--- src/hdl/ptmt_pkg.sv ---
package ptmt_pkg;

    localparam int TABLE_DEPTH = 64;
    localparam int KEY_WIDTH   = 64;
    localparam int PRIO_W      = 16;
    localparam int DATA_W      = 32;

    // cells inspected per scan cycle at the head of the chain
    localparam int LANES       = 8;
    localparam int SCAN_STEPS  = (TABLE_DEPTH + LANES - 1) / LANES;
    localparam int CNT_W       = $clog2(SCAN_STEPS + 1);

    // stream payload layout
    localparam int S_TDATA_W   = 176;
    localparam int M_TDATA_W   = 40;

    typedef struct packed {
        logic [KEY_WIDTH-1:0] addr;
        logic [KEY_WIDTH-1:0] mask;
        logic [PRIO_W-1:0]    prio;
        logic [DATA_W-1:0]    data;
    } t_rule;

    // command broadcast to every cell; rule.addr doubles as lookup key
    typedef struct packed {
        logic  insert;
        logic  load;
        logic  shift;
        t_rule rule;
    } t_cmd;

    typedef struct packed {
        logic              hit;
        logic [DATA_W-1:0] data;
    } t_srch;

endpackage

--- src/hdl/ptmt_pick.sv ---
module ptmt_pick (
    input  ptmt_pkg::t_srch i_lane [ptmt_pkg::LANES],
    output ptmt_pkg::t_srch o_first
);
    import ptmt_pkg::*;

    always_comb begin
        o_first = '0;
        for (int j = LANES - 1; j >= 0; j--) begin
            if (i_lane[j].hit) begin
                o_first = i_lane[j];
            end
        end
    end

endmodule

--- config.mk ---
export PLATFORM = sky130hd
export DESIGN_NAME = ptmt_pick
export DESIGN_NICKNAME = d
export VERILOG_FILES = /design/src/hdl/ptmt_pkg.sv /design/src/hdl/ptmt_pick.sv
export SDC_FILE = /design/constraint.sdc
export NUM_CORES = 1
export LEC_CHECK = 0
export ABC_AREA = 1
export BUFFER_PORTS_ARGS = -buffer_cell sky130_fd_sc_hd__buf_2
export CAP_MARGIN = 10
export CORE_AREA = 5 5 113 115
export DETAILED_ROUTE_END_ITERATION = 10
export DIE_AREA = 0 0 118 120
export PLACE_DENSITY = 0.62
export SETUP_SLACK_MARGIN = 0.2
export SLEW_MARGIN = 15
export SYNTH_ARGS = -nofsm -noshare
export SYNTH_HDL_FRONTEND = slang
export SYNTH_SLANG_ARGS = --single-unit
--- constraint.sdc ---
create_clock -name vclk -period 1.76
set_clock_uncertainty 0.1 [all_clocks]
set_input_delay 0.352 -clock vclk [all_inputs]
set_output_delay 0.352 -clock vclk [all_outputs]
set_load 0.005 [all_outputs]
==> flow_summary_export.csv <==
group,metric,value,unit
power,swShare,48.5,%
logic_synthesis,yosys.area_share.simple,76.9,%
cells_and_area,final_layout_size_suffix_gt1_share,46.0,%
global_route,grt_pass1_vias,4606,
cells_and_area,diodes,0,
worst_setup_path,cp_max_fo,7,
cts,ctsHoldBuffers,0,
min_path,hold_path_class,"in -> out",
logic_synthesis,netlist-cell-type-count,17,
logic_synthesis,syn_inst,635,
power,p_int,0.666,mW
floorplanning,io_pins,297,
power,p_total,1.29,mW
floorplanning,die_h,120,um
global_route,grt_max_degree,41,
sta,maxSlewViolCount,0,
worst_setup_path,cp-start-kind,"input port",
floorplanning,fp.dieArea,0.0142,mm2
sta,setup_viol,25,
sta,fin_crit_sh,104,%
logic_synthesis,synth-compound-area-share,11.8,%
sta,finalWorstSetupSlack,-0.0694,ns
floorplanning,rows,40,
place,hpwl,11700,um
power,powerDensity,247,mW/mm2
global_route,antenna_found_initial,0,
routing,first_pass_iters,5,
power,switching_power,0.628,mW
logic_synthesis,synthAdderAreaFrac,0,%
logic_synthesis,synth_top_family_by_area,"simple AND/OR/NAND/NOR gates",
cells_and_area,layout.cells.most_common,"nand2_1",
logic_synthesis,synth_area_per_cell,4.26,um2
sta,rsz0062_at_grt,"yes",
worst_setup_path,cp.required,1.31,ns
logic_synthesis,ys_seq_area_share,0,%
logic_synthesis,synth_area,0.00271,mm2
routing,vias,5040,
floorplanning,start_util,23.1,%
cells_and_area,seq_cells,0,
power,clockPowerShare,0,%
power,p_leak,2.99,nW
sta,worst_pin_slew,0.207,ns
routing,final_antenna_net_count,0,
cells_and_area,fin_util,44.8,%
global_route,gr-total-overflow,0,
sta,clock.fmax,0.547,GHz
cells_and_area,nClkBuffers,0,
logic_synthesis,synthXorXnorAreaFrac,0,%
logic_synthesis,synth_nets,899,
logic_synthesis,synth_mux_area_share,0,%
routing,routedWlPerCell,15.6,um
cells_and_area,fillCellCount,1363,
sta,hold_ws,0.865,ns
cells_and_area,regArea,0,um2
routing,drt-initial-drc-count,361,
place,dp_slack,-0.157,ns
floorplanning,placeableCoreArea,0.0117,mm2
flow_run,drv_cap,0,
place,port_buffers,297,
worst_setup_path,worst-setup-path-type,"in -> out",
cells_and_area,finalNetCount,1196,
cells_and_area,final_cell_mix,"nand2_1, buf_2, nor2_1",
sta,finalCriticalPeriod,1.83,ns
worst_setup_path,worst_setup_path_end_kind,"output pin",
sta,relSlewSlack,86.2,%
global_route,grt_pass1_wl,23100,um
place,place.gp.congestion,0.883,
run_status,violations,"negative setup slack",
logic_synthesis,yosys_warnings,0,
sta,hold_viol,0,
cells_and_area,syn_to_final_growth,93.8,%
worst_setup_path,crit_arrival,1.38,ns
routing,vias_per_cell,4.68,
routing,post-route-drc-count,0,
power,peakVddDrop,0.103,mV
power,comb_power_share,100.0,%
floorplanning,die_w,118,um
run_status,status,"finished with violations",
power,seqPwrFrac,0,%
routing,drt_wl_total,16800,um
global_route,grt_usage,19.7,%
[power groups by stage]
stage | clock (mW) | sequential, mW | combinational (mW)
after floorplan | 0 | 0 | 0.531
final | 0 | 0 | 1.29
after global placement | 0 | 0 | 1.05
after detailed placement | 0 | 0 | 1.06
after global routing | 0 | 0 | 1.43
after CTS | 0 | 0 | 1.19
[repair_timing]
action                                  in CTS  in global routing
pin swaps                                   27                 15
setup buffers                                3                  0
gates cloned                                 6                  8
endpoints found under the setup margin      33                 33
gates resized for setup                     65                 46
[layout make-up]
class / instances / area [um2] / share of cell area (%)
inverter: 6 / 47.5 / 0.907
multi-input combinational: 581 / 2630 / 50.2
tap: 147 / 184 / 3.51
timing repair buffer: 343 / 2380 / 45.4
[metal layers]
layer  part of all wire (%)  track usage [%]  up-vias
met5                      0                0        -
met4                    1.9             3.23        0
met3                    9.6             3.86       28
met2                     50             35.5      275
met1                     39             24.7     2183
li1                       -                -     2554
[synth_stat cells]
cell type,instances,area (um2)
a21oi_1,64,320
nand2_4,1,11.3
nand3_1,32,160
nor2_1,129,484
inv_2,6,22.5
nand2_1,320,1200
or2_1,14,87.6
nor3_1,1,5.00
nor2_4,1,11.3
buf_1,2,7.51
or2_2,18,113
buf_2,24,120
buf_4,3,22.5
clkbuf_1,10,37.5
clkbuf_2,1,5.00
nand4_1,1,6.26
buf_6,8,90.1
[kinds of logic after synthesis]
kind of cell,Yosys count
simple gates,517
compound gates,64
buf+inv,54
[critical path, cell delays in order]
cell     delay (ns)
buf_12         0.12
buf_12         0.14
buf_6          0.12
nand2_2        0.04
nand2_1        0.05
a21oi_1        0.11
nand2_1        0.07
nand2_1        0.05
nand2_1        0.05
nand2_1        0.07
nand2_1        0.05
buf_2          0.12
[final timing paths]
path | start | end | slack, ns | cells past startpoint
max | i_lane[164] | o_first[15] | -0.07 | 12
min | i_lane[232] | o_first[1] | 0.86 | 4
[through the flow]
| step | instance area [um2] | instances | TNS [ns] |
|---|---|---|---|
| 2_1_floorplan | 2710 | 635 | 0 |
| 3_3_place_gp | 4510 | 1060 | -2.38 |
| 3_5_place_dp | 4510 | 1060 | -3.05 |
| 4_1_cts | 4920 | 1069 | -0.527 |
| 5_1_grt | 5240 | 1077 | -3.48 |
| 6_report | 5240 | 1077 | -0.666 |
No activity file was read; power rests on OpenSTA's default activity.
