===== config.mk =====
export PLATFORM = sky130hd
export DESIGN_NAME = ptmt_cell
export DESIGN_NICKNAME = d
export VERILOG_FILES = /design/src/hdl/ptmt_pkg.sv /design/src/hdl/ptmt_cell.sv
export SDC_FILE = /design/constraint.sdc
export NUM_CORES = 1
export LEC_CHECK = 0
export BUFFER_PORTS_ARGS = -buffer_cell sky130_fd_sc_hd__buf_2
export CAP_MARGIN = 20
export CORE_AREA = 10 10 226 228
export DETAILED_ROUTE_END_ITERATION = 8
export DIE_AREA = 0 0 236 238
export GPL_ROUTABILITY_DRIVEN = 0
export SETUP_SLACK_MARGIN = 0.3
export SLEW_MARGIN = 25
export SYNTH_ARGS = -nofsm -noshare
export SYNTH_HDL_FRONTEND = slang
export SYNTH_SLANG_ARGS = --single-unit
export TNS_END_PERCENT = 20

===== constraint.sdc =====
create_clock -name i_clk -period 19.95 [get_ports i_clk]
set_input_delay 3.99 -clock i_clk [delete_from_list [all_inputs] [get_ports i_clk]]
set_output_delay 3.99 -clock i_clk [all_outputs]
set_load 0.01 [all_outputs]

===== src/hdl/ptmt_pkg.sv =====
package ptmt_pkg;

    localparam int TABLE_DEPTH = 64;
    localparam int KEY_WIDTH   = 64;
    localparam int PRIO_W      = 16;
    localparam int DATA_W      = 32;

    // cells inspected per scan cycle at the head of the chain
    localparam int LANES       = 8;
    localparam int SCAN_STEPS  = (TABLE_DEPTH + LANES - 1) / LANES;
    localparam int CNT_W       = $clog2(SCAN_STEPS + 1);

    // stream payload layout
    localparam int S_TDATA_W   = 176;
    localparam int M_TDATA_W   = 40;

    typedef struct packed {
        logic [KEY_WIDTH-1:0] addr;
        logic [KEY_WIDTH-1:0] mask;
        logic [PRIO_W-1:0]    prio;
        logic [DATA_W-1:0]    data;
    } t_rule;

    // command broadcast to every cell; rule.addr doubles as lookup key
    typedef struct packed {
        logic  insert;
        logic  load;
        logic  shift;
        t_rule rule;
    } t_cmd;

    typedef struct packed {
        logic              hit;
        logic [DATA_W-1:0] data;
    } t_srch;

endpackage


===== src/hdl/ptmt_cell.sv =====
module ptmt_cell (
    input  logic           i_clk,
    input  logic           i_rst_n,
    input  ptmt_pkg::t_cmd  i_cmd,
    input  logic           i_prev_gt,
    input  logic           i_prev_valid,
    input  ptmt_pkg::t_rule i_prev_rule,
    input  ptmt_pkg::t_srch i_scan_in,
    output logic           o_gt,
    output logic           o_valid,
    output ptmt_pkg::t_rule o_rule,
    output ptmt_pkg::t_srch o_scan
);
    import ptmt_pkg::*;

    t_rule r_rule, n_rule;
    logic  r_valid, n_valid;
    t_srch r_scan, n_scan;

    // sorted descending, so this is true for a prefix of the chain
    assign o_gt = r_valid && (r_rule.prio > i_cmd.rule.prio);

    always_comb begin
        n_rule  = r_rule;
        n_valid = r_valid;
        n_scan  = r_scan;
        if (i_cmd.insert && !o_gt) begin
            if (i_prev_gt) begin
                n_rule  = i_cmd.rule;
                n_valid = 1'b1;
            end else begin
                n_rule  = i_prev_rule;
                n_valid = i_prev_valid;
            end
        end
        if (i_cmd.load) begin
            n_scan.hit  = r_valid &&
                          (((r_rule.addr ^ i_cmd.rule.addr) & r_rule.mask) == '0);
            n_scan.data = r_rule.data;
        end else if (i_cmd.shift) begin
            n_scan = i_scan_in;
        end
    end

    always_ff @(posedge i_clk) begin
        if (!i_rst_n) begin
            r_valid <= 1'b0;
            r_scan  <= '0;
        end else begin
            r_valid <= n_valid;
            r_scan  <= n_scan;
        end
    end

    always_ff @(posedge i_clk) begin
        r_rule <= n_rule;
    end

    assign o_valid = r_valid;
    assign o_rule  = r_rule;
    assign o_scan  = r_scan;

endmodule


==> out/qor.csv, run 1 <==
metric;value;unit
Slew headroom;0.345;
die height;238;µm
Flop pwr share;0.453;
DR pass1 iterations;5;
WS Path Type;in2out;
FMAX;105;MHz
Buffers on Ports;602;
via count;8227;
status;completed;
maxcap violations;0;
Setup crit end kind;output port;
clk slew on worst S/H paths;0.05;ns
root buffer cell;clkbuf_16;
die area;56200;µm²
Power Total;1270;µW
top cells by count, synth;edfxtp_1, mux2_1, mux2_2, xor2_1, o21ai_0;
hpwl dp;34.5;mm
Syn Area/Cell;14.2;µm²
switching power;365;µW
# IOs;603;
Clock power frac;0.343;
Logic pwr share;0.204;
combinational family with the most area after synthesis;multiplexers;
clk_lat worst skew;0.55;ns
final period utilization;0.478;
Lkg Pwr;0.00661;µW
Seq/Total Area, Yosys;0.578;
vias in the first global route;9184;
post-route ant nets;0;
Req. time, crit path;15.96;ns
mux cell area share after synthesis;0.223;
Cell Area, Synth;10300;µm²
asr flop ratio synth;0;
Min-Delay Startpoint;o_rule[1]$_DFFE_PP_;
min Tclk post-route;9.55;ns
share of the synthesized area in the top cell type;0.512;
most frequent cell after synthesis;edfxtp_1;
hold slack final;0.576;ns
Worst-Margin Slew;0.983;ns
Power per Cell Area;86.4;nW/µm²
Setup crit start;i_cmd[33];
crit path DAT;5.56;ns
Num Clock Sinks;210;
gr usage total;0.136;
# rows;79;
Initial Utilization;0.223;
Net Count, Synth;1134;
Startpoint Class;input pin;
Mapped Cells;726;
Post-Synth Simple-Gate Area;0.0466;
nets;1735;
first-pass GRT wire length;59.2;mm
Synth Area in XOR/XNOR;0.0543;
switching share of power;0.287;
Resized cells post-CTS;0;
RSZ-0062 raised after global routing;no;
per-cell routed wire length;21.2;µm
post-synthesis compound-gate area fraction;0.0522;
Slew Viols, Final;0;
Post-synth EDFFs;176;
Clock H-tree levels;1;
post-synth cell types;32;
CTS tree;done;
GRT overflow;0;
Final setup viols;0;
post-synth top area cell;edfxtp_1;
largest net degree at the start of global routing;74;
Routed WL;41.4;mm
DRC violation count after routing;0;
hold_buf cts;0;
Pint;907;µW
RR Startpoint;o_rule[33]$_DFFE_PP_;
share of cells above drive strength 1;0.542;
Yosys reg bits;210;
Clock Path Buffers;3;
Die X;236;µm
VDD IR max;54.1;µV
Setup Buffers After CTS;0;
Worst Path Max Fanout;3;
Min-Delay Path Class;reg2reg;
post-DR vias/cell;4.21;
top_reg_cell synth;edfxtp_1;
Fin. Hold Viols;0;
iteration-0 DRC count of the detailed router;281;
area grow syn2layout;42.8;%
setup_tns;0;ns
Core ar.;46400;µm²
CTS Buf Count;25;
yosys warns;0;
adder-cell share of the synthesized area;0.0194;
initial antenna violation count;4;
clock skew;0.0192;ns
synth top area cells;edfxtp_1, mux2_1, mux2_2;
[cell usage in the layout (no fill, tap or decap), types with 2 or more instances in the layout]
cell type | netlist | routed
buf_2 | 8 | 601
edfxtp_1 | 176 | 176
mux2_1 | 94 | 94
mux2_2 | 82 | 82
xor2_1 | 64 | 64
o21ai_0 | 35 | 35
nand2_1 | 34 | 34
dfxtp_1 | 34 | 34
and2_1 | 33 | 33
mux2i_1 | 32 | 32
a22oi_1 | 30 | 30
clkbuf_16 | 0 | 27
inv_1 | 18 | 18
ha_1 | 16 | 16
nand4_1 | 12 | 12
a21oi_1 | 7 | 7
clkinv_2 | 0 | 6
clkinv_1 | 0 | 6
buf_4 | 17 | 6
a21o_1 | 4 | 4
nor2_1 | 4 | 4
clkbuf_1 | 9 | 4
nor2b_1 | 3 | 3
o21a_1 | 2 | 2
o31ai_1 | 2 | 2
[sequential cells by signal (all words and copies together) (netlist names)]
| signal | cells |
|---|---|
| o_scan | 33 |
| o_valid | 1 |
| o_rule | 176 |
[cell families after synthesis]
kind of cell / after synthesis
compound gates: 85
fa+ha+maj: 16
buf+inv: 52
mux: 208
xor+xnor: 64
simple gates: 91
flops: 210
[worst paths after layout]
path / cells past startpoint / endpoint / slack, ns
worst max-delay path: 10 / o_gt / 10.41
worst min register to register: 3 / o_scan[1]$_SDFFE_PN0P_ / 0.58
worst max register to register: 8 / o_rule[73]$_DFFE_PP_ / 16.45
worst min-delay path: 3 / o_scan[1]$_SDFFE_PN0P_ / 0.58
[metrics by stage]
step	setup WS, ns	instances	util	instance area (µm²)
finish	10.41	1954	0.318	14700
global route	10.30	1953	0.318	14700
floorplan	10.37	726	-	10300
CTS	10.37	1953	0.318	14700
global placement	10.44	1907	0.301	13900
detailed placement	10.38	1907	0.301	13900
[power by group through the flow]
stage	registers, µW	clock network (µW)	logic, µW
finish	576	436	260
global placement	584	0	264
floorplan	613	0	96.6
global route	582	465	283
CTS	577	447	266
detailed placement	586	0	265
[critical path, cell delays in order]
cell,delay (ns)
buf_2,0.09
inv_1,0.04
ha_1,0.29
nor2b_1,0.13
o21a_1,0.16
o21a_1,0.17
o21ai_1,0.15
and3b_1,0.25
a21oi_1,0.11
buf_2,0.18
[layout make-up]
type / instances / area (µm²)
clock buffers: 32 / 704
flip-flops and latches: 210 / 5970
inverters: 18 / 67.6
fillers: 4747 / 31600
well taps: 607 / 759
diodes: 1 / 2.50
multi-input cells: 464 / 4090
clock inverters: 14 / 72.6
repair buffers: 608 / 3060
[per-layer routing]
layer  global-route usage  part of all wire
met1                0.146              0.38
met2                0.251              0.51
met3               0.0507             0.086
met4               0.0276             0.019
met5                    0           0.00056
(Power assumes the default switching activity.)
==> run 2, diff against run 1 <==
ABC_AREA = 1   (was not set)
CORE_AREA = 10 10 224 226   (was 10 10 226 228)
DIE_AREA = 0 0 234 236   (was 0 0 236 238)
clock period = 7.87 ns   (was 19.95 ns; I/O delays follow)
==> out/qor.csv, run 2 <==
metric;value;unit;change
Post-synth EDFFs;176;;unchanged
Buf/Inv on CP;4;;+1
Power per Cell Area;200;nW/µm²;+130%
reg2reg setup slack;4.95;ns;-11.50 ns
largest net degree at the start of global routing;133;;+80%
post-synth cell types;24;;-25%
CTS tree;done;;
Syn Area/Cell;9.97;µm²;-30%
DRC violation count after routing;0;;unchanged
post-route ant nets;0;;unchanged
Largest stage delay, worst path;0.29;ns;about the same
Die X;234;µm;-0.85%
per-cell routed wire length;18.8;µm;-11%
iteration-0 DRC count of the detailed router;490;;+74%
clock skew;0.0102;ns;-0.00903 ns
VDD IR max;152;µV;+180%
Setup Buffers After CTS;0;;unchanged
share of the synthesized area in the top cell type;0.493;;-0.0191
area grow syn2layout;40.9;%;
Critical Path Slowest Stage Cell;ha_1;;
first-pass GRT wire length;62.4;mm;+5.5%
R2R depth;11;;+3
final period utilization;0.572;;
worst hold path endpoint;o_scan[32]$_SDFFE_PN0P_;;
Power Total;3010;µW;+140%
most frequent cells in the layout;buf_2, nand2_1, edfxtp_1, nand3_1, inv_1;;
vias in the first global route;10300;;+12%
Yosys reg bits;210;;unchanged
RSZ-0062 raised after global routing;no;;
Resized cells post-CTS;0;;unchanged
CTS Buf Count;25;;unchanged
crit path DAT;2.93;ns;-2.63 ns
top_reg_cell synth;edfxtp_1;;
Lkg Pwr;0.00729;µW;+10%
Slew headroom;0.385;;+0.0404
share of cells above drive strength 1;0.462;;-0.0799
most used cell, CP;nand2_1;;
CP delay by family, top;simple AND/OR/NAND/NOR gates;;
Final setup viols;0;;unchanged
utilization after layout;0.329;;+0.0116
Fin. Hold Viols;0;;unchanged
root buffer cell;clkbuf_16;;
Worst-Margin Slew;0.922;ns;-0.0606 ns
max reg flops;176;;unchanged
Clock Path Buffers;3;;unchanged
Num Clock Sinks;210;;unchanged
Min-Delay Path Class;reg2reg;;
GRT overflow;0;;unchanged
synth top area cells;edfxtp_1, mux2_2, nand2_1;;
area of the multi-input gates;4000;µm²;-2.3%
asr flop ratio synth;0;;unchanged
status;completed;;
gr usage total;0.145;;+0.00911
Cell Area, Synth;10700;µm²;+3.9%
RR Startpoint;o_rule[33]$_DFFE_PP_;;
# IOs;603;;unchanged
Clock H-tree levels;1;;unchanged
Slew Viols, Final;0;;unchanged
Hold Path Cell Cnt;2;;-1
Min-Delay Startpoint;o_scan[32]$_SDFFE_PN0P_;;
WS Path Type;in2out;;
register area;5970;µm²;unchanged
Design Area, Final;15100;µm²;+2.5%
most frequent cell after synthesis;nand2_1;;
hpwl dp;34.8;mm;+0.79%
Worst Path Max Fanout;2;;-1
top cells by count, synth;nand2_1, edfxtp_1, nand3_1, inv_1, mux2_2;;
die height;236;µm;-0.84%
die area;55200;µm²;-1.7%
Net Count, Synth;1483;;+31%
maxcap violations;0;;unchanged
Routed WL;43.0;mm;+4.0%
post-DR vias/cell;4.31;;+2.5%
Core ar.;45900;µm²;-1.1%
hold_buf cts;0;;unchanged
DR pass1 iterations;5;;unchanged
clk_lat worst skew;0.54;ns;about the same
setup_tns;0;ns;unchanged
min Tclk post-route;4.50;ns;
FMAX;222;MHz;
Mapped Cells;1075;;+48%
via count;9871;;+20%
# rows;79;;unchanged
FF-to-FF End;o_rule[50]$_DFFE_PP_;;
Setup crit start;i_cmd[47];;
post-synth top area cell;edfxtp_1;;
nets;2070;;+19%
initial antenna violation count;3;;-1
Seq/Total Area, Yosys;0.557;;-0.0215
critical-path cell list;buf_2, inv_1, ha_1, nand2_1, nor2_1, nand2_1, nor2_1, nand2_1, nand4_1, nand2_1, inv_1, buf_2;;
Buffers on Ports;602;;unchanged
final-layout fill cell count;4757;;+0.21%
hold slack final;0.539;ns;-0.0365 ns
Startpoint Class;input pin;;
Cell Area, Placed;14300;µm²;+2.7%
Initial Utilization;0.234;;+0.0111
commonest non-fill, non-tap cell in the layout;buf_2;;
yosys warns;0;;unchanged
Req. time, crit path;6.30;ns;-9.66 ns
Setup crit end kind;output port;;
clk slew on worst S/H paths;0.06;ns;about the same
run 2: cell count changes after synthesis, sizes merged, moves of 53 or more:
cell | previous run | this run
nand2 | 34 | 202
nand3 | 0 | 151
inv | 18 | 135
nor2 | 4 | 90
xor2 | 64 | 0
a21oi | 7 | 62
mux2 | 176 | 123
run 2: worst max-delay path by stage:
| stage | end | slack, ns | cells past startpoint |
|---|---|---|---|
| 3_3_place_gp | o_gt | 3.37 | 12 |
| 3_5_place_dp | o_gt | 3.37 | 12 |
| 4_1_cts | o_gt | 3.37 | 12 |
| 6_report | o_gt | 3.37 | 12 |
| 5_1_grt | o_gt | 3.15 | 12 |
| 2_1_floorplan | o_rule[0]$_DFFE_PP_ | 0.35 | 10 |
run 2: per-stage QoR:
stage / instances / setup WS, ns
final: 2288 / 3.37
after CTS: 2285 / 3.37
after detailed placement: 2242 / 3.37
after global placement: 2242 / 3.37
after floorplan: 1075 / 0.353
after global routing: 2288 / 3.15
run 2: metal layers:
metal,vias up,track usage,share of wire
met2,441,0.262,0.50
met3,54,0.0477,0.096
met5,-,0,0
li1,4828,-,-
met4,0,0.0456,0.027
met1,4548,0.157,0.37
run 2: tightest hold or removal path: stages (launching register included):
cell     delay, ns
dfxtp_1       0.33
o31ai_1       0.09
a21oi_2       0.09
run 2: report_power, final:
part           switching, µW  total [µW]  leakage, µW  internal, µW
Clock                    461        1120     0.000379           659
Combinational            290         521      0.00493           231
Sequential              56.7        1370      0.00198          1320
Total                    807        3010      0.00729          2210
run 2: layout make-up:
| class | instances | area share |
|---|---|---|
| clock inverter | 5 | 0.00315 |
| multi-input combinational | 682 | 0.265 |
| sequential | 210 | 0.395 |
| tap | 607 | 0.0503 |
| timing repair buffer | 608 | 0.205 |
| antenna | 3 | 0.000497 |
| clock buffer | 38 | 0.0480 |
| inverter | 135 | 0.0336 |
run 2: cell families (layout without fill, tap and decap cells):
logic type                 Yosys count  in the layout  share of synthesized area
and+or+nand+nor                    469            469                      0.188
DFF                                210            210                      0.557
buffers and inverters              183            786                     0.0711
muxes                              123            123                      0.129
AOI/OAI and AO/OA                   74             74                     0.0358
adders and majority gates           16             16                     0.0187
other                                0              3                          0
